===== config.mk =====
export PLATFORM = sky130hd
export DESIGN_NAME = graph_sir_epidemic_engine
export DESIGN_NICKNAME = d
export VERILOG_FILES = /design/src/hw/rtl/gse_pkg.sv /design/src/hw/rtl/gse_ram.sv /design/src/hw/rtl/gse_draw_unit.sv /design/src/hw/rtl/gse_cfg_regs.sv /design/src/hw/rtl/graph_sir_epidemic_engine.sv
export SDC_FILE = /design/constraint.sdc
export NUM_CORES = 2
export LEC_CHECK = 0
export BUFFER_PORTS_ARGS = -buffer_cell sky130_fd_sc_hd__buf_2
export CORE_AREA = 2 2 627 629
export DETAILED_ROUTE_END_ITERATION = 7
export DIE_AREA = 0 0 629 631
export PLACE_DENSITY = 0.7
export SETUP_SLACK_MARGIN = 0.15
export SLEW_MARGIN = 0
export SYNTH_ARGS = -nofsm -noshare
export SYNTH_HDL_FRONTEND = slang
export SYNTH_HIERARCHICAL = 1
export SYNTH_MEMORY_MAX_BITS = 65536
export SYNTH_SLANG_ARGS = --single-unit

===== constraint.sdc =====
create_clock -name clk -period 16.3 [get_ports clk]
set_input_delay 0 -clock clk [delete_from_list [all_inputs] [get_ports clk]]
set_output_delay 0 -clock clk [all_outputs]
set_load 0.1 [all_outputs]

===== src/hw/rtl/gse_pkg.sv =====
// Shared types, constants and codes of the graph SIR epidemic engine.
`default_nettype none

package gse_pkg;

    // Graph and run limits
    localparam int NODES      = 64;
    localparam int MAX_ROUNDS = 127;

    // Field and counter widths
    localparam int IDX_W   = $clog2(NODES);
    localparam int NODE_W  = 6;
    localparam int ROW_W   = 64;
    localparam int CNT_W   = 7;
    localparam int PCT_W   = 7;
    localparam int ROUND_W = 7;
    localparam int SEED_W  = 32;

    // Draw scaling: low 16 LFSR bits times 100, keep the integer part
    localparam int DRAW_FRAC_W = 16;
    localparam int PROD_W      = DRAW_FRAC_W + PCT_W;
    localparam logic [SEED_W-1:0] LFSR_TAPS     = 32'h8020_0003;
    localparam logic [PCT_W-1:0]  PERCENT_SCALE = 7'd100;

    // Configuration port
    localparam int APB_ADDR_W = 5;
    localparam int APB_DATA_W = 32;
    localparam int REG_SEL_W  = 3;

    localparam logic [REG_SEL_W-1:0] REG_INFECT_PERCENT  = 3'd0;
    localparam logic [REG_SEL_W-1:0] REG_RECOVER_PERCENT = 3'd1;
    localparam logic [REG_SEL_W-1:0] REG_NODE_COUNT      = 3'd2;
    localparam logic [REG_SEL_W-1:0] REG_SEED_NODE       = 3'd3;
    localparam logic [REG_SEL_W-1:0] REG_RANDOM_SEED     = 3'd4;

    // Register reset values
    localparam logic [PCT_W-1:0]  INFECT_RESET  = 7'd50;
    localparam logic [PCT_W-1:0]  RECOVER_RESET = 7'd80;
    localparam logic [CNT_W-1:0]  COUNT_RESET   = 7'd64;
    localparam logic [NODE_W-1:0] SEED_RESET    = 6'd0;
    localparam logic [SEED_W-1:0] RANDOM_RESET  = 32'd1;

    typedef struct packed {
        logic [PCT_W-1:0]  infect_percent;
        logic [PCT_W-1:0]  recover_percent;
        logic [CNT_W-1:0]  node_count;
        logic [NODE_W-1:0] seed_node;
        logic [SEED_W-1:0] random_seed;
    } cfg_t;

    typedef struct packed {
        logic load;
        logic step;
    } draw_ctrl_t;

    typedef enum logic [3:0] {
        ST_IDLE,
        ST_INIT,
        ST_ROUND,
        ST_NODE_RD,
        ST_NODE_EVAL,
        ST_SCAN,
        ST_RECOVER,
        ST_EMIT_RD,
        ST_EMIT_PUT
    } state_t;

endpackage

`default_nettype wire


===== src/hw/rtl/gse_ram.sv =====
// Generic single-write, single-read memory with registered read data.
`default_nettype none

module gse_ram #(
    parameter int WIDTH = 8,
    parameter int DEPTH = 64
) (
    input  logic                     clk,
    input  logic                     we,
    input  logic [$clog2(DEPTH)-1:0] waddr,
    input  logic [WIDTH-1:0]         wdata,
    input  logic                     re,
    input  logic [$clog2(DEPTH)-1:0] raddr,
    output logic [WIDTH-1:0]         rdata
);

    logic [WIDTH-1:0] mem [DEPTH];
    logic [WIDTH-1:0] rdata_reg;

    always_ff @(posedge clk)
    begin
        if (we)
        begin
            mem[waddr] <= wdata;
        end
    end

    always_ff @(posedge clk)
    begin
        if (re)
        begin
            rdata_reg <= mem[raddr];
        end
    end

    assign rdata = rdata_reg;

endmodule

`default_nettype wire


===== src/hw/rtl/gse_draw_unit.sv =====
// Shared draw unit: Galois LFSR step, scale to 0..99, compare against a percent.
`default_nettype none

module gse_draw_unit (
    input  logic                        clk,
    input  logic                        rst_n,
    input  gse_pkg::draw_ctrl_t         ctrl,
    input  logic [gse_pkg::SEED_W-1:0]  seed,
    input  logic [gse_pkg::PCT_W-1:0]   percent,
    output logic                        hit
);

    import gse_pkg::*;

    logic [SEED_W-1:0] lfsr_reg;
    logic [SEED_W-1:0] lfsr_next;
    logic [SEED_W-1:0] lfsr_step;
    logic [PROD_W-1:0] product;
    logic [PCT_W-1:0]  draw;

    // Shift right, fold the taps back in when a one falls out
    assign lfsr_step = {1'b0, lfsr_reg[SEED_W-1:1]} ^ (lfsr_reg[0] ? LFSR_TAPS : '0);
    assign product   = PROD_W'(lfsr_step[DRAW_FRAC_W-1:0]) * PROD_W'(PERCENT_SCALE);
    assign draw      = product[PROD_W-1:DRAW_FRAC_W];
    assign hit       = (draw < percent);

    always_comb
    begin
        lfsr_next = lfsr_reg;
        if (ctrl.load)
        begin
            lfsr_next = (seed == '0) ? SEED_W'(1) : seed;
        end
        else if (ctrl.step)
        begin
            lfsr_next = lfsr_step;
        end
    end

    always_ff @(posedge clk or negedge rst_n)
    begin
        if (!rst_n)
        begin
            lfsr_reg <= RANDOM_RESET;
        end
        else
        begin
            lfsr_reg <= lfsr_next;
        end
    end

`ifndef SYNTHESIS
    a_lfsr_nonzero: assert property (@(posedge clk) disable iff (!rst_n)
        lfsr_reg != '0)
        else $error("draw LFSR reached the all-zero lockup state");
`endif

endmodule

`default_nettype wire


===== src/hw/rtl/gse_cfg_regs.sv =====
// APB-style configuration registers of the epidemic engine.
`default_nettype none

module gse_cfg_regs (
    input  logic                           clk,
    input  logic                           rst_n,
    input  logic                           psel,
    input  logic                           penable,
    input  logic                           pwrite,
    input  logic [gse_pkg::APB_ADDR_W-1:0] paddr,
    input  logic [gse_pkg::APB_DATA_W-1:0] pwdata,
    output logic [gse_pkg::APB_DATA_W-1:0] prdata,
    output logic                           pready,
    output gse_pkg::cfg_t                  cfg
);

    import gse_pkg::*;

    cfg_t                 cfg_reg;
    cfg_t                 cfg_next;
    logic [REG_SEL_W-1:0] reg_sel;
    logic                 wr_en;

    assign reg_sel = paddr[APB_ADDR_W-1:2];
    assign wr_en   = psel & penable & pwrite;
    assign pready  = 1'b1;
    assign cfg     = cfg_reg;

    always_comb
    begin
        cfg_next = cfg_reg;
        if (wr_en)
        begin
            case (reg_sel)
                REG_INFECT_PERCENT:  cfg_next.infect_percent  = pwdata[PCT_W-1:0];
                REG_RECOVER_PERCENT: cfg_next.recover_percent = pwdata[PCT_W-1:0];
                REG_NODE_COUNT:      cfg_next.node_count      = pwdata[CNT_W-1:0];
                REG_SEED_NODE:       cfg_next.seed_node       = pwdata[NODE_W-1:0];
                REG_RANDOM_SEED:     cfg_next.random_seed     = pwdata[SEED_W-1:0];
                default:             cfg_next = cfg_reg;
            endcase
        end
    end

    always_comb
    begin
        case (reg_sel)
            REG_INFECT_PERCENT:  prdata = APB_DATA_W'(cfg_reg.infect_percent);
            REG_RECOVER_PERCENT: prdata = APB_DATA_W'(cfg_reg.recover_percent);
            REG_NODE_COUNT:      prdata = APB_DATA_W'(cfg_reg.node_count);
            REG_SEED_NODE:       prdata = APB_DATA_W'(cfg_reg.seed_node);
            REG_RANDOM_SEED:     prdata = APB_DATA_W'(cfg_reg.random_seed);
            default:             prdata = '0;
        endcase
    end

    always_ff @(posedge clk or negedge rst_n)
    begin
        if (!rst_n)
        begin
            cfg_reg.infect_percent  <= INFECT_RESET;
            cfg_reg.recover_percent <= RECOVER_RESET;
            cfg_reg.node_count      <= COUNT_RESET;
            cfg_reg.seed_node       <= SEED_RESET;
            cfg_reg.random_seed     <= RANDOM_RESET;
        end
        else
        begin
            cfg_reg <= cfg_next;
        end
    end

endmodule

`default_nettype wire


===== src/hw/rtl/graph_sir_epidemic_engine.sv =====
// Top level of the graph SIR epidemic engine: run sequencer, memories and ports.
//
// Usage: the input channel (in_valid/in_ready) takes one adjacency row per beat:
// row_index picks the row, neighbours holds its edge bits. Rows load at one beat
// per cycle while the block is idle. The beat with last_row set is stored and
// then starts a run from seed_node; in_ready stays low until the run's last
// result has been handed to the output register.
// A run has an init state and a closing round state, then per round a round state
// plus, for every node in use, a read state (round-memory and adjacency read) and a
// check state and, for each node infectious in that round, a scan over every node
// in use and a recovery state. The scan walks one neighbour per cycle through
// the single shared draw unit. After the last round, results stream out over the
// output channel (out_valid/out_ready), one per node in node order, each read from
// the round memory and then put into the output register; last_node marks the
// final one. A stalled receiver holds the output register and the emit sequencer
// waits; nothing is dropped. Configuration is to be written over the APB-style
// port only while idle; the block does not enforce this. Reset clears the
// sequencer, the node flags and the counters and loads the register reset values;
// the adjacency memory holds garbage until rows are written.
`default_nettype none

module graph_sir_epidemic_engine (
    input  logic                            clk,
    input  logic                            rst_n,
    // Configuration port
    input  logic                            psel,
    input  logic                            penable,
    input  logic                            pwrite,
    input  logic [gse_pkg::APB_ADDR_W-1:0]  paddr,
    input  logic [gse_pkg::APB_DATA_W-1:0]  pwdata,
    output logic [gse_pkg::APB_DATA_W-1:0]  prdata,
    output logic                            pready,
    // Row input channel
    input  logic                            in_valid,
    output logic                            in_ready,
    input  logic [gse_pkg::NODE_W-1:0]      row_index,
    input  logic [gse_pkg::ROW_W-1:0]       neighbours,
    input  logic                            last_row,
    // Result output channel
    output logic                            out_valid,
    input  logic                            out_ready,
    output logic [gse_pkg::NODE_W-1:0]      node_index,
    output logic                            ever_infected,
    output logic [gse_pkg::ROUND_W-1:0]     final_round,
    output logic                            recovered,
    output logic [gse_pkg::ROUND_W-1:0]     rounds_run,
    output logic                            hit_limit,
    output logic                            last_node
);

    import gse_pkg::*;

    cfg_t       cfg;
    draw_ctrl_t draw_ctrl;
    logic [PCT_W-1:0] draw_percent;
    logic             draw_hit;

    state_t state_reg;
    state_t state_next;

    logic [IDX_W-1:0]   i_reg, i_next;
    logic [IDX_W-1:0]   j_reg, j_next;
    logic [IDX_W-1:0]   k_reg, k_next;
    logic [ROUND_W-1:0] cur_reg, cur_next;
    logic [CNT_W-1:0]   active_reg, active_next;
    logic [NODES-1:0]   inf_reg, inf_next;
    logic [NODES-1:0]   imm_reg, imm_next;

    // Output register
    logic               out_valid_reg, out_valid_next;
    logic               out_load;
    logic [NODE_W-1:0]  node_index_reg;
    logic               ever_infected_reg;
    logic [ROUND_W-1:0] final_round_reg;
    logic               recovered_reg;
    logic [ROUND_W-1:0] rounds_run_reg;
    logic               hit_limit_reg;
    logic               last_node_reg;

    // Memory ports
    logic               adj_we;
    logic               adj_re;
    logic [NODES-1:0]   adj_rdata;
    logic               rnd_we;
    logic [IDX_W-1:0]   rnd_waddr;
    logic [ROUND_W-1:0] rnd_wdata;
    logic               rnd_re;
    logic [IDX_W-1:0]   rnd_raddr;
    logic [ROUND_W-1:0] rnd_rdata;

    // Run-wide decode
    logic               in_accept;
    logic               row_ok;
    logic [CNT_W-1:0]   n_eff;
    logic [CNT_W-1:0]   n_last;
    logic               seed_ok;
    logic [ROUND_W-1:0] nxt_round;
    logic               i_last;
    logic               j_last;
    logic               k_last;
    logic               node_live;
    logic               eligible;
    logic               out_free;
    logic               run_more;

    gse_cfg_regs u_cfg (
        .clk     (clk),
        .rst_n   (rst_n),
        .psel    (psel),
        .penable (penable),
        .pwrite  (pwrite),
        .paddr   (paddr),
        .pwdata  (pwdata),
        .prdata  (prdata),
        .pready  (pready),
        .cfg     (cfg)
    );

    gse_draw_unit u_draw (
        .clk     (clk),
        .rst_n   (rst_n),
        .ctrl    (draw_ctrl),
        .seed    (cfg.random_seed),
        .percent (draw_percent),
        .hit     (draw_hit)
    );

    // Adjacency rows, written by input beats, read once per node visit
    gse_ram #(
        .WIDTH (NODES),
        .DEPTH (NODES)
    ) u_adj_ram (
        .clk   (clk),
        .we    (adj_we),
        .waddr (row_index[IDX_W-1:0]),
        .wdata (neighbours[NODES-1:0]),
        .re    (adj_re),
        .raddr (i_reg),
        .rdata (adj_rdata)
    );

    // Round stamp per node; only meaningful while the node's infected flag is set
    gse_ram #(
        .WIDTH (ROUND_W),
        .DEPTH (NODES)
    ) u_round_ram (
        .clk   (clk),
        .we    (rnd_we),
        .waddr (rnd_waddr),
        .wdata (rnd_wdata),
        .re    (rnd_re),
        .raddr (rnd_raddr),
        .rdata (rnd_rdata)
    );

    assign in_ready  = (state_reg == ST_IDLE);
    assign in_accept = in_valid & in_ready;
    assign row_ok    = (CNT_W'(row_index) < CNT_W'(NODES));

    // Clamp node_count into 1..NODES
    always_comb
    begin
        if (cfg.node_count == '0)
        begin
            n_eff = CNT_W'(1);
        end
        else if (cfg.node_count > CNT_W'(NODES))
        begin
            n_eff = CNT_W'(NODES);
        end
        else
        begin
            n_eff = cfg.node_count;
        end
    end

    assign n_last    = n_eff - CNT_W'(1);
    assign seed_ok   = (CNT_W'(cfg.seed_node) < n_eff);
    assign nxt_round = cur_reg + ROUND_W'(1);
    assign i_last    = (CNT_W'(i_reg) == n_last);
    assign j_last    = (CNT_W'(j_reg) == n_last);
    assign k_last    = (CNT_W'(k_reg) == n_last);
    assign node_live = inf_reg[i_reg] & ~imm_reg[i_reg] & (rnd_rdata == cur_reg);
    assign eligible  = adj_rdata[j_reg] & ~inf_reg[j_reg] & ~imm_reg[j_reg];
    assign out_free  = ~out_valid_reg | out_ready;
    assign run_more  = (active_reg != '0) && (cur_reg < ROUND_W'(MAX_ROUNDS));

    // Next state
    always_comb
    begin
        state_next = state_reg;
        case (state_reg)
            ST_IDLE:
            begin
                if (in_accept && last_row)
                begin
                    state_next = ST_INIT;
                end
            end
            ST_INIT:
            begin
                state_next = ST_ROUND;
            end
            ST_ROUND:
            begin
                state_next = run_more ? ST_NODE_RD : ST_EMIT_RD;
            end
            ST_NODE_RD:
            begin
                state_next = ST_NODE_EVAL;
            end
            ST_NODE_EVAL:
            begin
                if (node_live)
                begin
                    state_next = ST_SCAN;
                end
                else
                begin
                    state_next = i_last ? ST_ROUND : ST_NODE_RD;
                end
            end
            ST_SCAN:
            begin
                if (j_last)
                begin
                    state_next = ST_RECOVER;
                end
            end
            ST_RECOVER:
            begin
                state_next = i_last ? ST_ROUND : ST_NODE_RD;
            end
            ST_EMIT_RD:
            begin
                state_next = ST_EMIT_PUT;
            end
            ST_EMIT_PUT:
            begin
                if (out_free)
                begin
                    state_next = k_last ? ST_IDLE : ST_EMIT_RD;
                end
            end
            default:
            begin
                state_next = ST_IDLE;
            end
        endcase
    end

    // Datapath control per state
    always_comb
    begin
        i_next         = i_reg;
        j_next         = j_reg;
        k_next         = k_reg;
        cur_next       = cur_reg;
        active_next    = active_reg;
        inf_next       = inf_reg;
        imm_next       = imm_reg;
        out_valid_next = out_valid_reg & ~out_ready;
        out_load       = 1'b0;
        adj_we         = 1'b0;
        adj_re         = 1'b0;
        rnd_we         = 1'b0;
        rnd_waddr      = i_reg;
        rnd_wdata      = nxt_round;
        rnd_re         = 1'b0;
        rnd_raddr      = i_reg;
        draw_ctrl      = '0;
        draw_percent   = cfg.recover_percent;

        case (state_reg)
            ST_IDLE:
            begin
                // Store the row; a row beyond the graph is dropped
                adj_we = in_accept & row_ok;
            end
            ST_INIT:
            begin
                // Clear node flags, reload the LFSR, seed the first infection
                inf_next       = '0;
                imm_next       = '0;
                cur_next       = '0;
                draw_ctrl.load = 1'b1;
                active_next    = '0;
                if (seed_ok)
                begin
                    inf_next[cfg.seed_node[IDX_W-1:0]] = 1'b1;
                    active_next = CNT_W'(1);
                    rnd_we      = 1'b1;
                    rnd_waddr   = cfg.seed_node[IDX_W-1:0];
                    rnd_wdata   = '0;
                end
            end
            ST_ROUND:
            begin
                i_next = '0;
                k_next = '0;
            end
            ST_NODE_RD:
            begin
                adj_re = 1'b1;
                rnd_re = 1'b1;
            end
            ST_NODE_EVAL:
            begin
                if (node_live)
                begin
                    j_next = '0;
                end
                else if (i_last)
                begin
                    cur_next = nxt_round;
                end
                else
                begin
                    i_next = i_reg + IDX_W'(1);
                end
            end
            ST_SCAN:
            begin
                // One neighbour per cycle; only eligible ones consume a draw
                draw_percent   = cfg.infect_percent;
                draw_ctrl.step = eligible;
                if (eligible && draw_hit)
                begin
                    inf_next[j_reg] = 1'b1;
                    active_next     = active_reg + CNT_W'(1);
                    rnd_we          = 1'b1;
                    rnd_waddr       = j_reg;
                end
                if (!j_last)
                begin
                    j_next = j_reg + IDX_W'(1);
                end
            end
            ST_RECOVER:
            begin
                draw_ctrl.step = 1'b1;
                if (draw_hit)
                begin
                    imm_next[i_reg] = 1'b1;
                    active_next     = active_reg - CNT_W'(1);
                end
                else
                begin
                    rnd_we    = 1'b1;
                    rnd_waddr = i_reg;
                end
                if (i_last)
                begin
                    cur_next = nxt_round;
                end
                else
                begin
                    i_next = i_reg + IDX_W'(1);
                end
            end
            ST_EMIT_RD:
            begin
                rnd_re    = 1'b1;
                rnd_raddr = k_reg;
            end
            ST_EMIT_PUT:
            begin
                // Hold until the output register frees up
                if (out_free)
                begin
                    out_load       = 1'b1;
                    out_valid_next = 1'b1;
                    if (!k_last)
                    begin
                        k_next = k_reg + IDX_W'(1);
                    end
                end
            end
            default:
            begin
                out_load = 1'b0;
            end
        endcase
    end

    always_ff @(posedge clk or negedge rst_n)
    begin
        if (!rst_n)
        begin
            state_reg     <= ST_IDLE;
            i_reg         <= '0;
            j_reg         <= '0;
            k_reg         <= '0;
            cur_reg       <= '0;
            active_reg    <= '0;
            inf_reg       <= '0;
            imm_reg       <= '0;
            out_valid_reg <= 1'b0;
        end
        else
        begin
            state_reg     <= state_next;
            i_reg         <= i_next;
            j_reg         <= j_next;
            k_reg         <= k_next;
            cur_reg       <= cur_next;
            active_reg    <= active_next;
            inf_reg       <= inf_next;
            imm_reg       <= imm_next;
            out_valid_reg <= out_valid_next;
        end
    end

    // Result payload; a node never infected reports round zero
    always_ff @(posedge clk)
    begin
        if (out_load)
        begin
            node_index_reg    <= NODE_W'(k_reg);
            ever_infected_reg <= inf_reg[k_reg];
            final_round_reg   <= inf_reg[k_reg] ? rnd_rdata : '0;
            recovered_reg     <= imm_reg[k_reg];
            rounds_run_reg    <= cur_reg;
            hit_limit_reg     <= (active_reg != '0);
            last_node_reg     <= k_last;
        end
    end

    assign out_valid     = out_valid_reg;
    assign node_index    = node_index_reg;
    assign ever_infected = ever_infected_reg;
    assign final_round   = final_round_reg;
    assign recovered     = recovered_reg;
    assign rounds_run    = rounds_run_reg;
    assign hit_limit     = hit_limit_reg;
    assign last_node     = last_node_reg;

`ifndef SYNTHESIS
    a_active_matches_flags: assert property (@(posedge clk) disable iff (!rst_n)
        $countones(inf_reg & ~imm_reg) == int'(active_reg))
        else $error("active count disagrees with infectious node flags");

    a_immune_was_infected: assert property (@(posedge clk) disable iff (!rst_n)
        (imm_reg & ~inf_reg) == '0)
        else $error("node became immune without ever being infected");

    a_round_in_range: assert property (@(posedge clk) disable iff (!rst_n)
        cur_reg <= ROUND_W'(MAX_ROUNDS))
        else $error("round counter ran past the round cap");
`endif

endmodule

`default_nettype wire


-- Word level (Yosys, flattened, before mapping)
Memories as Yosys holds them, arrays and structs flattened. A register that Yosys moved wholly into a read port is not among the register bits.
Index checks and enable logic that the tools add are counted.
- memories: 2
- input bits: 115
- bits in registers: 280
- RAM bits: 4544
- word-level logic and storage cells: 198
- equality and inequality tests: 25
- $lt $le $gt $ge: 11
- mux-type cells: 80
- reduce and logical (&&, ||, !) cells: 33
- add/subtract/negate cells: 7
- multiply operators: 1
- bitwise operators: 17
- memories (memory ; depth ; width ; read ports ; clocked after Yosys merged registers in ; wr ports ; RTL line ; text):
    u_adj_ram.mem ; 64 ; 64 ; 1 ; 1 ; 1 ; gse_ram.sv:17 ; logic [WIDTH-1:0] mem [DEPTH];
    u_round_ram.mem ; 64 ; 7 ; 1 ; 1 ; 1 ; gse_ram.sv:17 ;
- operator list (kind ; number):
    64-bit one-hot mux with 2 select lines ; 2
    64-bit 2-to-1 mux ; 3
    32-bit one-hot mux with 5 select lines ; 1
    32-bit 2-to-1 mux ; 4
    64-bit OR ; 2
    7-bit 2-to-1 mux ; 9
    6-bit 2-to-1 mux ; 9
    1-bit binary-select mux with 6-bit select ; 7
    7-bit one-hot mux with 3 select lines ; 2
    4-bit one-hot mux with 9 select lines ; 1
    6-bit one-hot mux with 2 select lines ; 3
    32-bit zero test ; 1
    31-bit by 32-bit XOR with 32-bit output ; 1
    6-bit by 7-bit less-than comparator with 1-bit output, second input constant ; 4
    1-bit 2-to-1 mux ; 27
    6-bit by 7-bit equality test with 1-bit output ; 3
    16-bit by 5-bit multiplier with 21-bit output, second input constant ; 1
    6-bit by 1-bit adder with 6-bit output, second input constant ; 3
    1-bit demux with 6-bit select ; 3
    6-bit by 1-bit greater-or-equal comparator with 1-bit output, second input constant ; 3
    6-bit one-hot mux with 3 select lines ; 1
    2-bit AND reduction ; 9
    4-bit by 3-bit equality test with 1-bit output, second input constant ; 4
    2-bit != test, second input constant ; 8
    other kinds (30) ; 63

-- Logic depth before layout (Yosys ltp)
- depth in word-level cells: 10
- mapped depth: 27
- gate-level depth less buffers: 24

-- Modules after synthesis
The synthesis kept the hierarchy.
- by module, submodules not included (module ; cells an instance ; times used ; area an instance (µm²)):
    gse_ram (u_adj_ram) ; 6598 ; 1 ; 156989.3
    gse_ram (u_round_ram) ; 827 ; 1 ; 17705.7
    graph_sir_epidemic_engine ; 1407 ; 1 ; 13631.8
    gse_draw_unit ; 333 ; 1 ; 3094.2
    gse_cfg_regs ; 195 ; 1 ; 2761.4

-- Least setup slack after synthesis
OpenSTA, ideal clock, no wires.
- kind: reg-to-reg
- start: register state_reg[0]
- end: memory u_adj_ram/mem[48][0] (netlist bit) (enable)
- buffers on the path: 1
- stages on the path, launching flop included: 6
- slack: 7.187 ns
- period minus slack after synthesis: 9.113 ns
- arrival: 8.549 ns
- setup time: 0.564 ns
- cells stage by stage: dfrtp_1 clkbuf_1 nor4_1 and2_1 nand4b_1 nor3_1
- cells in the longest elaborated chain, start to end: 5
- ends and longest elaborated chain (item ; RTL line ; text):
    start: declaration ; graph_sir_epidemic_engine.sv:58 ; state_t state_reg;
    start signal: assignment ; graph_sir_epidemic_engine.sv:402 ; state_reg <= state_next;
    4-bit zero test * ; graph_sir_epidemic_engine.sv:156 ; assign in_ready = (state_reg == ST_IDLE);
    net in_ready ; graph_sir_epidemic_engine.sv:35 ; output logic in_ready,
    1-bit bitwise AND ; graph_sir_epidemic_engine.sv:157 ; assign in_accept = in_valid & in_ready;
    1-bit 2-to-1 mux * ; graph_sir_epidemic_engine.sv:274 ; case (state_reg)
    net adj_we ; graph_sir_epidemic_engine.sv:81 ; logic adj_we;
    1-bit 2-to-1 mux * ; gse_ram.sv:22 ; if (we)
    1-bit 2-to-1 mux (not written as such) * ; gse_ram.sv:24 ; mem[waddr] <= wdata;
    end: declaration ; gse_ram.sv:17 ;
Mark *: on every way through the listed nets, which the timed path passes. The rest lies on a longest branch.

-- Worst setup path in the final report
- start: register u_draw.lfsr_reg[0]
- end: memory u_round_ram/mem[38][1] (netlist bit) (enable)
- elaborated cells between the ends (all ways): 12
- RTL lines (item ; RTL line ; text):
    start: declaration ; gse_draw_unit.sv:15 ; logic [SEED_W-1:0] lfsr_reg;
    start signal: assignment ; gse_draw_unit.sv:48 ; lfsr_reg <= lfsr_next;
    32-bit 2-to-1 mux ; gse_draw_unit.sv:22 ; assign lfsr_step = {1'b0, lfsr_reg[SEED_W-1:1]} ^ (lfsr_reg[0] ? LFSR_TAPS : '0);
    31-bit by 32-bit XOR with 32-bit output ; gse_draw_unit.sv:22 ;
    16-bit by 5-bit multiplier with 21-bit output ; gse_draw_unit.sv:23 ; assign product = PROD_W'(lfsr_step[DRAW_FRAC_W-1:0]) * PROD_W'(PERCENT_SCALE);
    7-bit less-than comparator ; gse_draw_unit.sv:25 ; assign hit = (draw < percent);
    net draw_hit ; graph_sir_epidemic_engine.sv:56 ; logic draw_hit;
    1-bit logical AND ; graph_sir_epidemic_engine.sv:327 ; if (eligible && draw_hit)
    6-bit 2-to-1 mux ; graph_sir_epidemic_engine.sv:327 ;
    6-bit one-hot mux with 2 select lines ; graph_sir_epidemic_engine.sv:274 ;
    net rnd_waddr[0] ; graph_sir_epidemic_engine.sv:85 ; logic [IDX_W-1:0] rnd_waddr;
    end: declaration ; gse_ram.sv:17 ;
The timed path passes the listed nets, and every way through them passes these cells.

==> flow_summary.ini <==
[status]
run_status = finished, final reports clean

[placement]
hpwl_mm = 278
finalWeightedCongestion = 0.876
port_buffers = 170
placed_area_mm2 = 0.201

[timing]
finalSetupTns_ps = 0
timing.fmax_mhz = 128
hold_violations = 0
finalCritPeriodShare_pct = 47.8
slew_viol_final = 0
tightest_slew_ps = 1340
slew_headroom_pct = 10.0
finalClockSkew_ps = 108
finalSetupViolations = 0
rsz0062_at_grt = false
period_needed_ps = 7790

[flow_run]
cap_violations = 0

[yosys]
synthArstFlopShare_pct = 5.23
syn_nets = 9558
synth_seq_cells = 4895
synth_cell_types = 111
yosys_warnings = 6
syn_inst = 9360
yosysSeqAreaShare_pct = 75.0
synth_area_leaders = edfxtp_1, mux4_2, dfrtp_1
synth_ff_type = edfxtp_1
synth_top_area_share_pct = 71.7
synth.cell_area_mm2 = 0.194
synth_edf_count = 4639
syn_area_per_cell_um2 = 20.7
yosysTopAreaCell = edfxtp_1

[clock_tree]
cts_buffer_depth = 4
ctsRootBufferMaster = clkbuf_16
cts_made_buffers = 470
clk_pin_slew_ps = 60
cts_resized = 0
cts_tree = done
clock_latency_ps = 1040
clock-sinks = 4895
postCtsSetupRepairBufs = 0
cts-htree-levels = 5

[cells_and_area]
area_growth_pct = 12.6
top_register = u_adj_ram/mem
drive_gt1_share_pct = 25.1
largest_reg_flops = 4096
postLayoutCellArea_mm2 = 0.219
reg.largest.list = u_adj_ram/mem: 4096 flops, u_round_ram/mem: 448 flops
nets = 10051

[worst_hold_path]
holdPathEnd = u_cfg/cfg[42]
hold_path_depth = 4
hp-start = paddr[2]
hold_class = in2reg

[critical_path]
crit_path_max_fanout = 8
ff2ff_setup_slack_ps = 8510
cp.required_ps = 16890
crit_path_end_kind = flip-flop
crit_arrival_ps = 8370
reg2regPathDepth = 23
timing.rr.end = u_round_ram/mem[38][1]
r2r_start = u_draw/lfsr_reg[0]
start_kind = flip-flop
critical_path_class = reg2reg

[global_routing]
grt_max_degree = 115
grt_pass1_wl_mm = 731
antenna_found_initial = 32
grt_pass1_vias = 101353
track_usage_pct = 25.4
grt_overflow = 0

[floorplanning]
io_pins = 174
die_x_um = 629
die_area_mm2 = 0.397
core_mm2 = 0.391
num_rows = 230
start_util_pct = 49.7
fp.dieH_um = 631

[drt]
drc = 0
viasPerCell = 6.56
drt-pass1-iter-count = 6
drtIter0Drc = 13791
ant_nets = 0
route.detailed.wl_per_inst_um = 33.0
vias = 101514
wl_mm = 512

[power_and_ir_drop]
cellLeakagePower_nw = 69.2
peakVddDrop_mv = 0.137
power_density_mw_per_mm2 = 142
worst max-delay path: stages, from the launching register on:
cell	delay, ps
dfstp_2	630
xor2_1	180
ha_1	250
ha_1	210
fa_1	460
ha_1	310
and4_1	190
a22oi_2	220
a21oi_2	110
a211oi_4	290
nor4bb_1	80
or3_1	410
ha_1	200
a21o_1	170
a21o_1	180
a21oi_1	220
nand4b_1	130
o21ai_1	470
and4bb_2	480
a21oi_2	140
a221o_1	500
nor2b_1	280
nand3_1	560
nor2_1	740
final cells by class:
| type | count | area, µm² |
|---|---|---|
| antenna | 18 | 45.0 |
| clock buffer | 552 | 12100 |
| clock inverter | 314 | 3240 |
| fill | 28370 | 172000 |
| inverter | 89 | 337 |
| multi-input combinational | 3822 | 46100 |
| sequential | 4895 | 146000 |
| tap | 5220 | 6530 |
| timing repair buffer | 575 | 4530 |
cells in the mapped netlist, types with 87 or more instances:
library cell and number:
edfxtp_1 4639, buf_2 213, inv_1 87, a22oi_1 190
clkbuf_1 242, mux2_2 111, mux4_2 1206, nand2_1 175
o22ai_1 161, mux2i_1 206, a21oi_1 125, dfrtp_1 248
a22o_1 101, nor2_1 358, nand3_1 90
how the worst max path moves through the flow:
| stage | cells after the start | start | slack [ps] | to |
|---|---|---|---|---|
| after floorplan | 5 | state_reg[0] | 7190 | u_adj_ram/mem[48][0] |
| after global placement | 23 | u_draw/lfsr_reg[0] | 8650 | u_round_ram/mem[14][1] |
| after detailed placement | 23 | u_draw/lfsr_reg[0] | 8480 | u_round_ram/mem[48][4] |
| after CTS | 23 | u_draw/lfsr_reg[0] | 8540 | u_round_ram/mem[48][5] |
| after global routing | 23 | u_draw/lfsr_reg[0] | 8210 | u_round_ram/mem[14][2] |
| final | 23 | u_draw/lfsr_reg[0] | 8510 | u_round_ram/mem[38][1] |
logic make-up after synthesis:
| group | share of synthesized area (%) |
|---|---|
| AO/OA/AOI/OAI | 4.12 |
| XOR/XNOR | 0.216 |
| adder cells (fa/ha/maj) | 0.577 |
| buffers and inverters | 1.57 |
| flip-flops | 75.0 |
| multiplexers | 15.7 |
| other | 0.00193 |
| AND/OR/NAND/NOR | 2.75 |
placed cells by master (no fill, tap or decap), types with 48 or more instances in the layout:
| cell | count |
|---|---|
| edfxtp_1 | 4639 |
| mux4_2 | 1206 |
| clkbuf_16 | 471 |
| nor2_1 | 286 |
| dfrtp_1 | 239 |
| buf_4 | 213 |
| mux2i_1 | 206 |
| a22oi_1 | 190 |
| dlygate4sd3_1 | 178 |
| nand2_1 | 172 |
| buf_2 | 169 |
| o22ai_1 | 161 |
| a21oi_1 | 124 |
| clkinv_1 | 110 |
| mux2_2 | 109 |
| clkinv_2 | 104 |
| a22o_1 | 101 |
| nand3_1 | 90 |
| inv_1 | 86 |
| and3_1 | 85 |
| clkbuf_1 | 79 |
| a211oi_1 | 75 |
| nor2_4 | 74 |
| o21ai_0 | 73 |
| ha_1 | 72 |
| o21a_1 | 70 |
| a31oi_1 | 66 |
| nor2b_1 | 54 |
| bufinv_16 | 50 |
| o221ai_1 | 48 |
timing repair:
| item | in CTS | in global routing |
|---|---|---|
| hold endpoints to repair | 4391 | 0 |
| endpoints found under the setup margin | 0 | 0 |
| hold buffers | 179 | 0 |
metal layers:
metal | global-route usage, % | vias up | wire length (µm)
met1 | 34.6 | 54001 | 190000
li1 | - | 40312 | -
met3 | 4.61 | 1128 | 51900
met5 | 0 | - | 119
met2 | 41.5 | 6055 | 249000
met4 | 9.37 | 18 | 20400
through the flow:
| step | power [mW] | worst slack, ps | hold slack, ps | util [%] | std cells |
|---|---|---|---|---|---|
| after floorplan | 18.9 | 7190 | -296 | - | 9360 |
| after global placement | 20.4 | 8650 | 152 | 51.5 | 14422 |
| after detailed placement | 20.5 | 8480 | 173 | 51.5 | 14422 |
| after CTS | 31.3 | 8540 | 67.5 | 55.9 | 15467 |
| after global routing | 32.1 | 8210 | 125 | 55.9 | 15473 |
| final | 31.1 | 8510 | 147 | 55.9 | 15485 |
where the power goes:
group	internal, mW	total, mW	switching [mW]
logic	2.70	5.99	3.29
clock network	6.12	10.8	4.71
registers	14.0	14.3	0.258
total	22.8	31.1	8.25
(Power assumes the default switching activity.)
